--- src/i2c_master_bit_sequencer_assert.svh ---
// Assertion helpers shared by the sequencer modules.
`ifndef I2C_MASTER_BIT_SEQUENCER_ASSERT_SVH
`define I2C_MASTER_BIT_SEQUENCER_ASSERT_SVH

// same-cycle implication
`define I2CMBS_ASSERT_NOW(lbl, clk, rst_n, ante, cons, msg) \
  lbl: assert property (@(posedge clk) disable iff (!rst_n) (ante) |-> (cons)) \
    else $error(msg);

// next-cycle implication
`define I2CMBS_ASSERT_NEXT(lbl, clk, rst_n, ante, cons, msg) \
  lbl: assert property (@(posedge clk) disable iff (!rst_n) (ante) |=> (cons)) \
    else $error(msg);

`endif

--- src/i2cmbs_pkg.sv ---
`default_nettype none

package i2cmbs_pkg;

  // command op codes on the input channel
  localparam logic [2:0] OP_START    = 3'd0;
  localparam logic [2:0] OP_STOP     = 3'd1;
  localparam logic [2:0] OP_WRITE    = 3'd2;
  localparam logic [2:0] OP_READ     = 3'd3;
  localparam logic [2:0] OP_SEND_ACK = 3'd4;
  localparam logic [2:0] OP_RECV_ACK = 3'd5;

  typedef enum logic [2:0] {
    K_START,
    K_STOP,
    K_WRITE,
    K_READ,
    K_SEND_ACK,
    K_RECV_ACK
  } kind_t;

  // one queued command
  typedef struct packed {
    kind_t      kind;
    logic [7:0] tx_byte;
    logic       ack_to_send;
    logic [7:0] slave_bits;
    logic       slave_ack;
  } cmd_t;

endpackage

`default_nettype wire

--- src/i2cmbs_cmd_front.sv ---
`default_nettype none

// Accepts commands and decodes the op; unused op codes are taken and dropped.
module i2cmbs_cmd_front
  import i2cmbs_pkg::*;
(
  input  wire logic       in_valid,
  output logic            in_ready,
  input  wire logic [2:0] in_op,
  input  wire logic [7:0] in_tx_byte,
  input  wire logic       in_ack_to_send,
  input  wire logic [7:0] in_slave_bits,
  input  wire logic       in_slave_ack,
  input  wire logic       push_ready,
  output logic            push_valid,
  output cmd_t            push_cmd
);

  logic  op_ok;
  kind_t kind;

  always_comb begin
    op_ok = 1'b1;
    kind  = K_START;
    unique case (in_op)
      OP_START:    kind = K_START;
      OP_STOP:     kind = K_STOP;
      OP_WRITE:    kind = K_WRITE;
      OP_READ:     kind = K_READ;
      OP_SEND_ACK: kind = K_SEND_ACK;
      OP_RECV_ACK: kind = K_RECV_ACK;
      default:     op_ok = 1'b0;
    endcase
  end

  assign in_ready   = push_ready;
  assign push_valid = in_valid && op_ok;

  always_comb begin
    push_cmd.kind        = kind;
    push_cmd.tx_byte     = in_tx_byte;
    push_cmd.ack_to_send = in_ack_to_send;
    push_cmd.slave_bits  = in_slave_bits;
    push_cmd.slave_ack   = in_slave_ack;
  end

endmodule

`default_nettype wire

--- src/i2cmbs_cmd_queue.sv ---
`default_nettype none

`include "i2c_master_bit_sequencer_assert.svh"

// Small command FIFO between decode and slot generation.
module i2cmbs_cmd_queue
  import i2cmbs_pkg::*;
#(
  parameter int DEPTH = 2
)
(
  input  wire logic clk,
  input  wire logic rst_n,
  input  wire logic push_valid,
  output logic      push_ready,
  input  wire cmd_t push_cmd,
  output logic      pop_valid,
  input  wire logic pop,
  output cmd_t      pop_cmd
);

  localparam int PTR_W = (DEPTH > 1) ? $clog2(DEPTH) : 1;
  localparam int CNT_W = $clog2(DEPTH + 1);
  localparam logic [PTR_W-1:0] PTR_LAST = PTR_W'(DEPTH - 1);
  localparam logic [CNT_W-1:0] CNT_FULL = CNT_W'(DEPTH);

  cmd_t             mem_r [DEPTH];
  logic [PTR_W-1:0] wr_ptr_r, wr_ptr_nxt;
  logic [PTR_W-1:0] rd_ptr_r, rd_ptr_nxt;
  logic [CNT_W-1:0] count_r, count_nxt;
  logic             push;

  assign push_ready = (count_r != CNT_FULL);
  assign pop_valid  = (count_r != '0);
  assign push       = push_valid && push_ready;
  assign pop_cmd    = mem_r[rd_ptr_r];

  always_comb begin
    wr_ptr_nxt = wr_ptr_r;
    rd_ptr_nxt = rd_ptr_r;
    count_nxt  = count_r;
    if (push) begin
      wr_ptr_nxt = (wr_ptr_r == PTR_LAST) ? '0 : wr_ptr_r + 1'b1;
    end
    if (pop) begin
      rd_ptr_nxt = (rd_ptr_r == PTR_LAST) ? '0 : rd_ptr_r + 1'b1;
    end
    // count holds when both or neither happen
    if (push && !pop) begin
      count_nxt = count_r + 1'b1;
    end else if (pop && !push) begin
      count_nxt = count_r - 1'b1;
    end
  end

  always_ff @(posedge clk) begin
    if (!rst_n) begin
      wr_ptr_r <= '0;
      rd_ptr_r <= '0;
      count_r  <= '0;
    end else begin
      wr_ptr_r <= wr_ptr_nxt;
      rd_ptr_r <= rd_ptr_nxt;
      count_r  <= count_nxt;
    end
  end

  always_ff @(posedge clk) begin
    if (push) begin
      mem_r[wr_ptr_r] <= push_cmd;
    end
  end

  `I2CMBS_ASSERT_NOW(a_q_bound, clk, rst_n, 1'b1, count_r <= CNT_FULL,
                     "queue overfilled")
  `I2CMBS_ASSERT_NOW(a_q_pop_empty, clk, rst_n, pop, count_r != '0,
                     "pop from empty queue")
  `I2CMBS_ASSERT_NEXT(a_q_inc, clk, rst_n, push && !pop,
                      count_r == $past(count_r) + 1'b1, "count missed a push")

endmodule

`default_nettype wire

--- src/i2cmbs_slot_gen.sv ---
`default_nettype none

`include "i2c_master_bit_sequencer_assert.svh"

// Expands a command into line slots, one per unstalled cycle into the output register.
module i2cmbs_slot_gen
  import i2cmbs_pkg::*;
(
  input  wire logic       clk,
  input  wire logic       rst_n,
  input  wire logic       q_valid,
  input  wire cmd_t       q_cmd,
  output logic            q_pop,
  output logic            out_valid,
  input  wire logic       out_ready,
  output logic            out_scl_level,
  output logic            out_sda_level,
  output logic            out_sample_slot,
  output logic [7:0]      out_rx_byte,
  output logic            out_ack_received,
  output logic            out_last_slot
);

  logic       busy_r, busy_nxt;
  cmd_t       cmd_r;
  logic [1:0] ph_r, ph_nxt;
  logic [2:0] bit_r, bit_nxt;
  logic       scl_r, sda_r;

  logic       out_valid_r;
  logic       out_scl_r, out_sda_r, out_smp_r, out_ack_r, out_last_r;
  logic [7:0] out_rx_r;

  cmd_t       cur;
  logic       out_free, emit;
  logic       scl_n, sda_n, smp_n, ack_n, last_n;
  logic [7:0] rx_n;

  assign cur      = busy_r ? cmd_r : q_cmd;
  assign out_free = !out_valid_r || out_ready;
  assign emit     = (busy_r || q_valid) && out_free;
  assign q_pop    = emit && !busy_r;

  always_comb begin
    scl_n   = scl_r;
    sda_n   = sda_r;
    smp_n   = 1'b0;
    ack_n   = 1'b0;
    last_n  = 1'b0;
    rx_n    = '0;
    ph_nxt  = ph_r + 1'b1;
    bit_nxt = bit_r;
    unique case (cur.kind)
      K_START: begin
        unique case (ph_r)
          2'd0: sda_n = 1'b1;
          2'd1: scl_n = 1'b1;
          2'd2: sda_n = 1'b0;
          2'd3: begin
            scl_n  = 1'b0;
            last_n = 1'b1;
          end
        endcase
      end
      K_STOP: begin
        case (ph_r)
          2'd0: sda_n = 1'b0;
          2'd1: scl_n = 1'b1;
          default: begin
            sda_n  = 1'b1;
            last_n = 1'b1;
          end
        endcase
      end
      K_WRITE: begin
        case (ph_r)
          2'd0: sda_n = cur.tx_byte[3'd7 - bit_r];
          2'd1: scl_n = 1'b1;
          default: begin
            scl_n   = 1'b0;
            ph_nxt  = 2'd0;
            bit_nxt = bit_r + 1'b1;
            last_n  = (bit_r == 3'd7);
          end
        endcase
      end
      K_READ: begin
        // phase 0 releases SDA once, then phases 1..3 repeat per bit
        unique case (ph_r)
          2'd0: sda_n = 1'b1;
          2'd1: scl_n = 1'b1;
          2'd2: smp_n = 1'b1;
          2'd3: begin
            scl_n   = 1'b0;
            ph_nxt  = 2'd1;
            bit_nxt = bit_r + 1'b1;
            last_n  = (bit_r == 3'd7);
            rx_n    = (bit_r == 3'd7) ? cur.slave_bits : 8'd0;
          end
        endcase
      end
      K_SEND_ACK: begin
        case (ph_r)
          2'd0: sda_n = cur.ack_to_send;
          2'd1: scl_n = 1'b1;
          default: begin
            scl_n  = 1'b0;
            last_n = 1'b1;
          end
        endcase
      end
      K_RECV_ACK: begin
        unique case (ph_r)
          2'd0: sda_n = 1'b1;
          2'd1: scl_n = 1'b1;
          2'd2: smp_n = 1'b1;
          2'd3: begin
            scl_n  = 1'b0;
            last_n = 1'b1;
            ack_n  = cur.slave_ack;
          end
        endcase
      end
      default: ;
    endcase
    if (last_n) begin
      ph_nxt  = 2'd0;
      bit_nxt = 3'd0;
    end
    busy_nxt = !last_n;
  end

  always_ff @(posedge clk) begin
    if (!rst_n) begin
      busy_r      <= 1'b0;
      ph_r        <= 2'd0;
      bit_r       <= 3'd0;
      scl_r       <= 1'b1;
      sda_r       <= 1'b1;
      out_valid_r <= 1'b0;
    end else begin
      if (emit) begin
        busy_r      <= busy_nxt;
        ph_r        <= ph_nxt;
        bit_r       <= bit_nxt;
        scl_r       <= scl_n;
        sda_r       <= sda_n;
        out_valid_r <= 1'b1;
      end else if (out_ready) begin
        out_valid_r <= 1'b0;
      end
    end
  end

  always_ff @(posedge clk) begin
    if (q_pop) begin
      cmd_r <= q_cmd;
    end
    if (emit) begin
      out_scl_r  <= scl_n;
      out_sda_r  <= sda_n;
      out_smp_r  <= smp_n;
      out_rx_r   <= rx_n;
      out_ack_r  <= ack_n;
      out_last_r <= last_n;
    end
  end

  assign out_valid        = out_valid_r;
  assign out_scl_level    = out_scl_r;
  assign out_sda_level    = out_sda_r;
  assign out_sample_slot  = out_smp_r;
  assign out_rx_byte      = out_rx_r;
  assign out_ack_received = out_ack_r;
  assign out_last_slot    = out_last_r;

  `I2CMBS_ASSERT_NOW(a_smp_scl_high, clk, rst_n, out_valid_r && out_smp_r, out_scl_r, "sample slot with SCL low")
  `I2CMBS_ASSERT_NOW(a_data_on_last, clk, rst_n, out_valid_r && !out_last_r, (out_rx_r == 8'd0) && !out_ack_r, "read data before last slot")
  `I2CMBS_ASSERT_NEXT(a_hold_seq, clk, rst_n, busy_r && !emit, busy_r && $stable(ph_r) && $stable(bit_r), "sequencer moved while stalled")

endmodule

`default_nettype wire

--- src/i2c_master_bit_sequencer.sv ---
`default_nettype none

// I2C master line sequencer. Each command on the in_ channel (start, stop,
// write byte, read byte, send ack, receive ack) expands into a run of line
// slots on the out_ channel, one slot per transfer: start 4, stop 3, write 24,
// read 25, send ack 3, receive ack 4. A slot gives the open-drain SCL and SDA
// levels (1 = released), flags the slots where SDA is sampled, and flags the
// run's last slot; read byte returns its byte on that slot, receive ack its
// ack level. Bytes go MSB first. Line levels persist across commands and come
// out of reset released. Op codes 6 and 7 are transferred and dropped with no
// slots. Throughput is one slot per cycle while out_ready is high; the slot
// generator walks one slot per clock, unless the output stalls, into a
// single output register. A short command queue sits in front, so new
// commands are transferred while the current one is still being played out.
module i2c_master_bit_sequencer
  import i2cmbs_pkg::*;
#(
  parameter int QUEUE_DEPTH = 2  // commands buffered ahead of the slot generator, 2..16
)
(
  input  wire logic       clk,
  input  wire logic       rst_n,
  // command channel
  input  wire logic       in_valid,
  output logic            in_ready,
  input  wire logic [2:0] in_op,
  input  wire logic [7:0] in_tx_byte,
  input  wire logic       in_ack_to_send,
  input  wire logic [7:0] in_slave_bits,
  input  wire logic       in_slave_ack,
  // slot channel
  output logic            out_valid,
  input  wire logic       out_ready,
  output logic            out_scl_level,
  output logic            out_sda_level,
  output logic            out_sample_slot,
  output logic [7:0]      out_rx_byte,
  output logic            out_ack_received,
  output logic            out_last_slot
);

  logic push_valid, push_ready;
  cmd_t push_cmd;
  logic q_valid, q_pop;
  cmd_t q_cmd;

  // decode: drops unused op codes
  i2cmbs_cmd_front u_front (
    .in_valid       (in_valid),
    .in_ready       (in_ready),
    .in_op          (in_op),
    .in_tx_byte     (in_tx_byte),
    .in_ack_to_send (in_ack_to_send),
    .in_slave_bits  (in_slave_bits),
    .in_slave_ack   (in_slave_ack),
    .push_ready     (push_ready),
    .push_valid     (push_valid),
    .push_cmd       (push_cmd)
  );

  // decouples command intake from slot playback
  i2cmbs_cmd_queue #(
    .DEPTH (QUEUE_DEPTH)
  ) u_queue (
    .clk        (clk),
    .rst_n      (rst_n),
    .push_valid (push_valid),
    .push_ready (push_ready),
    .push_cmd   (push_cmd),
    .pop_valid  (q_valid),
    .pop        (q_pop),
    .pop_cmd    (q_cmd)
  );

  // slot generation; head command plays out without a load bubble
  i2cmbs_slot_gen u_slots (
    .clk              (clk),
    .rst_n            (rst_n),
    .q_valid          (q_valid),
    .q_cmd            (q_cmd),
    .q_pop            (q_pop),
    .out_valid        (out_valid),
    .out_ready        (out_ready),
    .out_scl_level    (out_scl_level),
    .out_sda_level    (out_sda_level),
    .out_sample_slot  (out_sample_slot),
    .out_rx_byte      (out_rx_byte),
    .out_ack_received (out_ack_received),
    .out_last_slot    (out_last_slot)
  );

endmodule

`default_nettype wire
--- config.mk ---
export PLATFORM = sky130hd
export DESIGN_NAME = i2c_master_bit_sequencer
export DESIGN_NICKNAME = d
export VERILOG_FILES = /design/src/i2cmbs_pkg.sv /design/src/i2cmbs_cmd_front.sv /design/src/i2cmbs_cmd_queue.sv /design/src/i2cmbs_slot_gen.sv /design/src/i2c_master_bit_sequencer.sv
export VERILOG_INCLUDE_DIRS = /design/src /design/src/src
export SDC_FILE = /design/constraint.sdc
export NUM_CORES = 1
export LEC_CHECK = 0
export ABC_AREA = 1
export BUFFER_PORTS_ARGS = -buffer_cell sky130_fd_sc_hd__buf_2
export CORE_MARGIN = 8
export CORE_UTILIZATION = 40
export DETAILED_ROUTE_END_ITERATION = 12
export SLEW_MARGIN = 40
export SYNTH_ARGS = -nofsm -noshare
export SYNTH_HDL_FRONTEND = slang
export SYNTH_SLANG_ARGS = --single-unit
--- constraint.sdc ---
create_clock -name clk -period 2 [get_ports clk]
set_input_delay 0.2 -clock clk [delete_from_list [all_inputs] [get_ports clk]]
set_output_delay 0.2 -clock clk [all_outputs]
set_load 0.005 [all_outputs]
==> metrics.md <==
| Metric | Value |
|---|---|
| Post-route ant nets | `0` |
| Area share of the largest cell type after synthesis | `56.0%` |
| Commonest cells post-synth | `129 x nand2_1, 76 x edfxtp_1, 38 x nor2_1, 31 x inv_1, 23 x a21oi_1` |
| Row Count | `37` |
| TritonCTS clock tree | `done` |
| Synth area leader | `edfxtp_1` |
| Max Clk Rate | `0.551 GHz` |
| Die Ht | `117 um` |
| CTS root buffer | `clkbuf_8` |
| Placed cell areas | `0.00446 sq mm` |
| Hold Vio Cnt, Final | `0` |
| Max_slew headroom | `79.8%` |
| Worst R2R Path Depth | `12` |
| Clock sinks | `90` |
| CTS Buf Count | `9` |
| Setup crit start | `u_slots.ph_r[0]` |
| Yosys cell types | `32` |
| Synthesis-stage register bit count | `90` |
| Die outline width | `117 um` |
| Top-count cell post-synth | `nand2_1` |
| Slew @ Worst Pin | `302 ps` |
| WHS Path Cells | `1` |
| Final Cell Area | `0.00465 sq mm` |
| Routed length per instance | `13.3 um` |
| Setup violations, final | `0` |
| Worst-case vdd ir drop | `658 uV` |
| RSZ-0062 raised after global routing | `false` |
| Initial antenna violation count | `0` |
| First-pass GRT wire length | `13300 um` |
| Syn Area/Cell | `10.1 sq um` |
| Post-CTS setup buffers | `0` |
| Reg2reg setup slack | `190 ps` |
| Leakage | `1.97 nW` |
| Reg2reg start | `u_slots.ph_r[0]` |
| P&R area growth vs syn | `14.1%` |
| Worst hold margin | `28.8 ps` |
| Sw Pwr | `2.69 mW` |
| CP endpoint kind | `flop` |
| Dpl hpwl | `5790 um` |
| Ys Warns | `0` |
| Largest net degree at the start of global routing | `25` |
| Clock network fraction of total power | `16.4%` |
| I/O pins | `40` |
| Sequential Power Share | `43.1%` |
| Syn Inst Count | `403` |
| PwrDens | `1480 mW/mm^2` |
| Area of the multi-input gates | `0.00128 sq mm` |
| Cell total after placement | `580` |
| GRT overflow | `0` |
| DRC | `0` |
| Clk buf depth | `2` |
| Layout cells sized above 1 | `21.1%` |
| Final worst path period need | `1810 ps` |
| Area of the core | `0.0101 sq mm` |
| Hold wc startpoint | `in_slave_bits[7]` |
| Max-Cap Viols | `0` |
| Initial Utilization | `40.4%` |
| Setup TNS | `0 ps` |
| Number of flops mapped to enable cells by yosys | `76` |
| Diode count | `0` |
| CP Max Fanout | `6` |
| Die ar. | `0.0137 sq mm` |
| Outcome | `complete, no violations` |
| Top FF cell, synth | `edfxtp_1` |
| Setup CP Type | `reg -> reg` |
| # nets final | `488` |
| Worst-path clk slew | `90 ps` |
| Synth area leaders | `edfxtp_1 56%, nand2_1 12%, dfxtp_1 6.9%, nor2_1 3.5%, inv_1 2.9%` |
| CTS resizes | `0` |
| Final Max Slew Viols | `0` |
| CTS HTree Levels | `3` |
| Fillers | `988` |
| Drt first-iter violations | `126` |
| Critical path startpoint category | `flop` |
| Hold Path Class | `in -> reg` |
| DR pass1 iterations | `4` |
| Syn nets | `436` |
| Non-filler cells, final | `596` |
| Vias | `2799` |
| Routability Congestion | `0.846` |
| Port Buf Inserts | `39` |
| WP data required | `2230 ps` |
| FF/Latch Area | `0.00256 sq mm` |
| Combinational share of power | `40.5%` |
| Vias in the first global route | `2738` |
| Int Pwr | `4.19 mW` |
| Sw Share | `39.1%` |
| Via/cell ratio | `4.70` |
| Seq/Total Area, Yosys | `62.8%` |
| Clk Latency, worst-skew pair | `350 ps` |
| Final wirelength | `7940 um` |
| GR Util All Layers | `12.7%` |
| Period Utilization, post-route | `90.7%` |
| Worst Path Arrival | `2050 ps` |
| Hold buffers post-CTS | `0` |
| Asr flop ratio synth | `0%` |
| Total power | `6.88 mW` |
| Cell Area, Synth | `0.00408 sq mm` |
| Clock skew | `14.5 ps` |
[cell families after synthesis]
kind of cell	after synthesis	share of synthesized area [%]
xor+xnor	1	0.215
flops	90	62.8
simple gates	212	22.5
buf+inv	49	5.95
compound gates	43	6.01
fa+ha+maj	8	2.45
[worst paths after layout]
check                             end
setup reg to reg     u_slots.bit_r[1]
hold / removal    u_queue.mem_r[1][8]
setup / recovery     u_slots.bit_r[1]
hold reg to reg                  flop
[worst max-delay path: stages (launching register included)]
cell and delay, ps:
dfxtp_2 390, inv_1 110, ha_1 290, nor2_2 190
inv_1 80, nor2_1 90, inv_1 40, nor2_1 140
nor2_1 70, nand4_1 70, nand2_1 90, nand2_1 90
a21oi_1 60
[metrics by stage]
step                      worst slack, ps  utilization (%)
after floorplan                      66.6                -
after global placement                204             44.2
after detailed placement             89.7             44.2
after CTS                            69.8             46.0
after global routing                 1.53             46.1
final                                 187             46.1
[power groups by stage]
stage	clock [mW]	sequential [mW]	combinational [mW]
CTS	1.15	2.96	2.81
finish	1.13	2.96	2.79
global placement	0	2.99	2.75
detailed placement	0	3.01	2.80
floorplan	0	3.00	2.00
global route	1.23	3.02	3.19
[placed cells by master, fill, tap and decap left out, types with 13 or more instances in the layout]
cell / Yosys / layout
buf_2: 3 / 39
nand3_1: 16 / 16
a21oi_1: 23 / 23
o21ai_0: 13 / 13
dfxtp_1: 14 / 13
edfxtp_1: 76 / 76
nand2_1: 129 / 129
buf_4: 2 / 13
inv_1: 31 / 31
nor2_1: 38 / 35
[layer usage]
layer  routed length (um)  global-route usage [%]  vias up  share of wire [%]
met5                    0                       0        -                  0
met4                  119                    5.55        0                1.5
met3                  336                    2.51        9                4.2
met2                 3760                    20.3       53                 47
met1                 3730                    16.4     1291                 47
li1                     -                       -     1446                  -
[final cells by class]
cell class	instances	share of cell area (%)
Clock buffer	10	2.74
Tap cell	136	3.66
Clock inverter	6	1.05
Inverter	37	3.09
Multi-Input combinational cell	264	27.6
Sequential cell	90	55.1
Timing Repair Buffer	53	6.72
[state kept, by name, summed over array words and instances, names as in the netlist, named ones only]
| name | count |
|---|---|
| u_queue.mem_r | 42 |
| u_slots.cmd_r | 21 |
| u_slots.out_rx_byte | 8 |
| u_slots.bit_r | 3 |
| u_queue.count_r | 2 |
| u_slots.ph_r | 2 |
| u_queue.rd_ptr_r | 1 |
| u_queue.wr_ptr_r | 1 |
| u_slots.busy_r | 1 |
| u_slots.out_ack_received | 1 |
| u_slots.out_last_slot | 1 |
| u_slots.out_sample_slot | 1 |
| u_slots.out_scl_level | 1 |
| u_slots.out_sda_level | 1 |
| u_slots.out_valid | 1 |
| u_slots.scl_r | 1 |
| u_slots.sda_r | 1 |
Power figures use the tool's default switching activity.
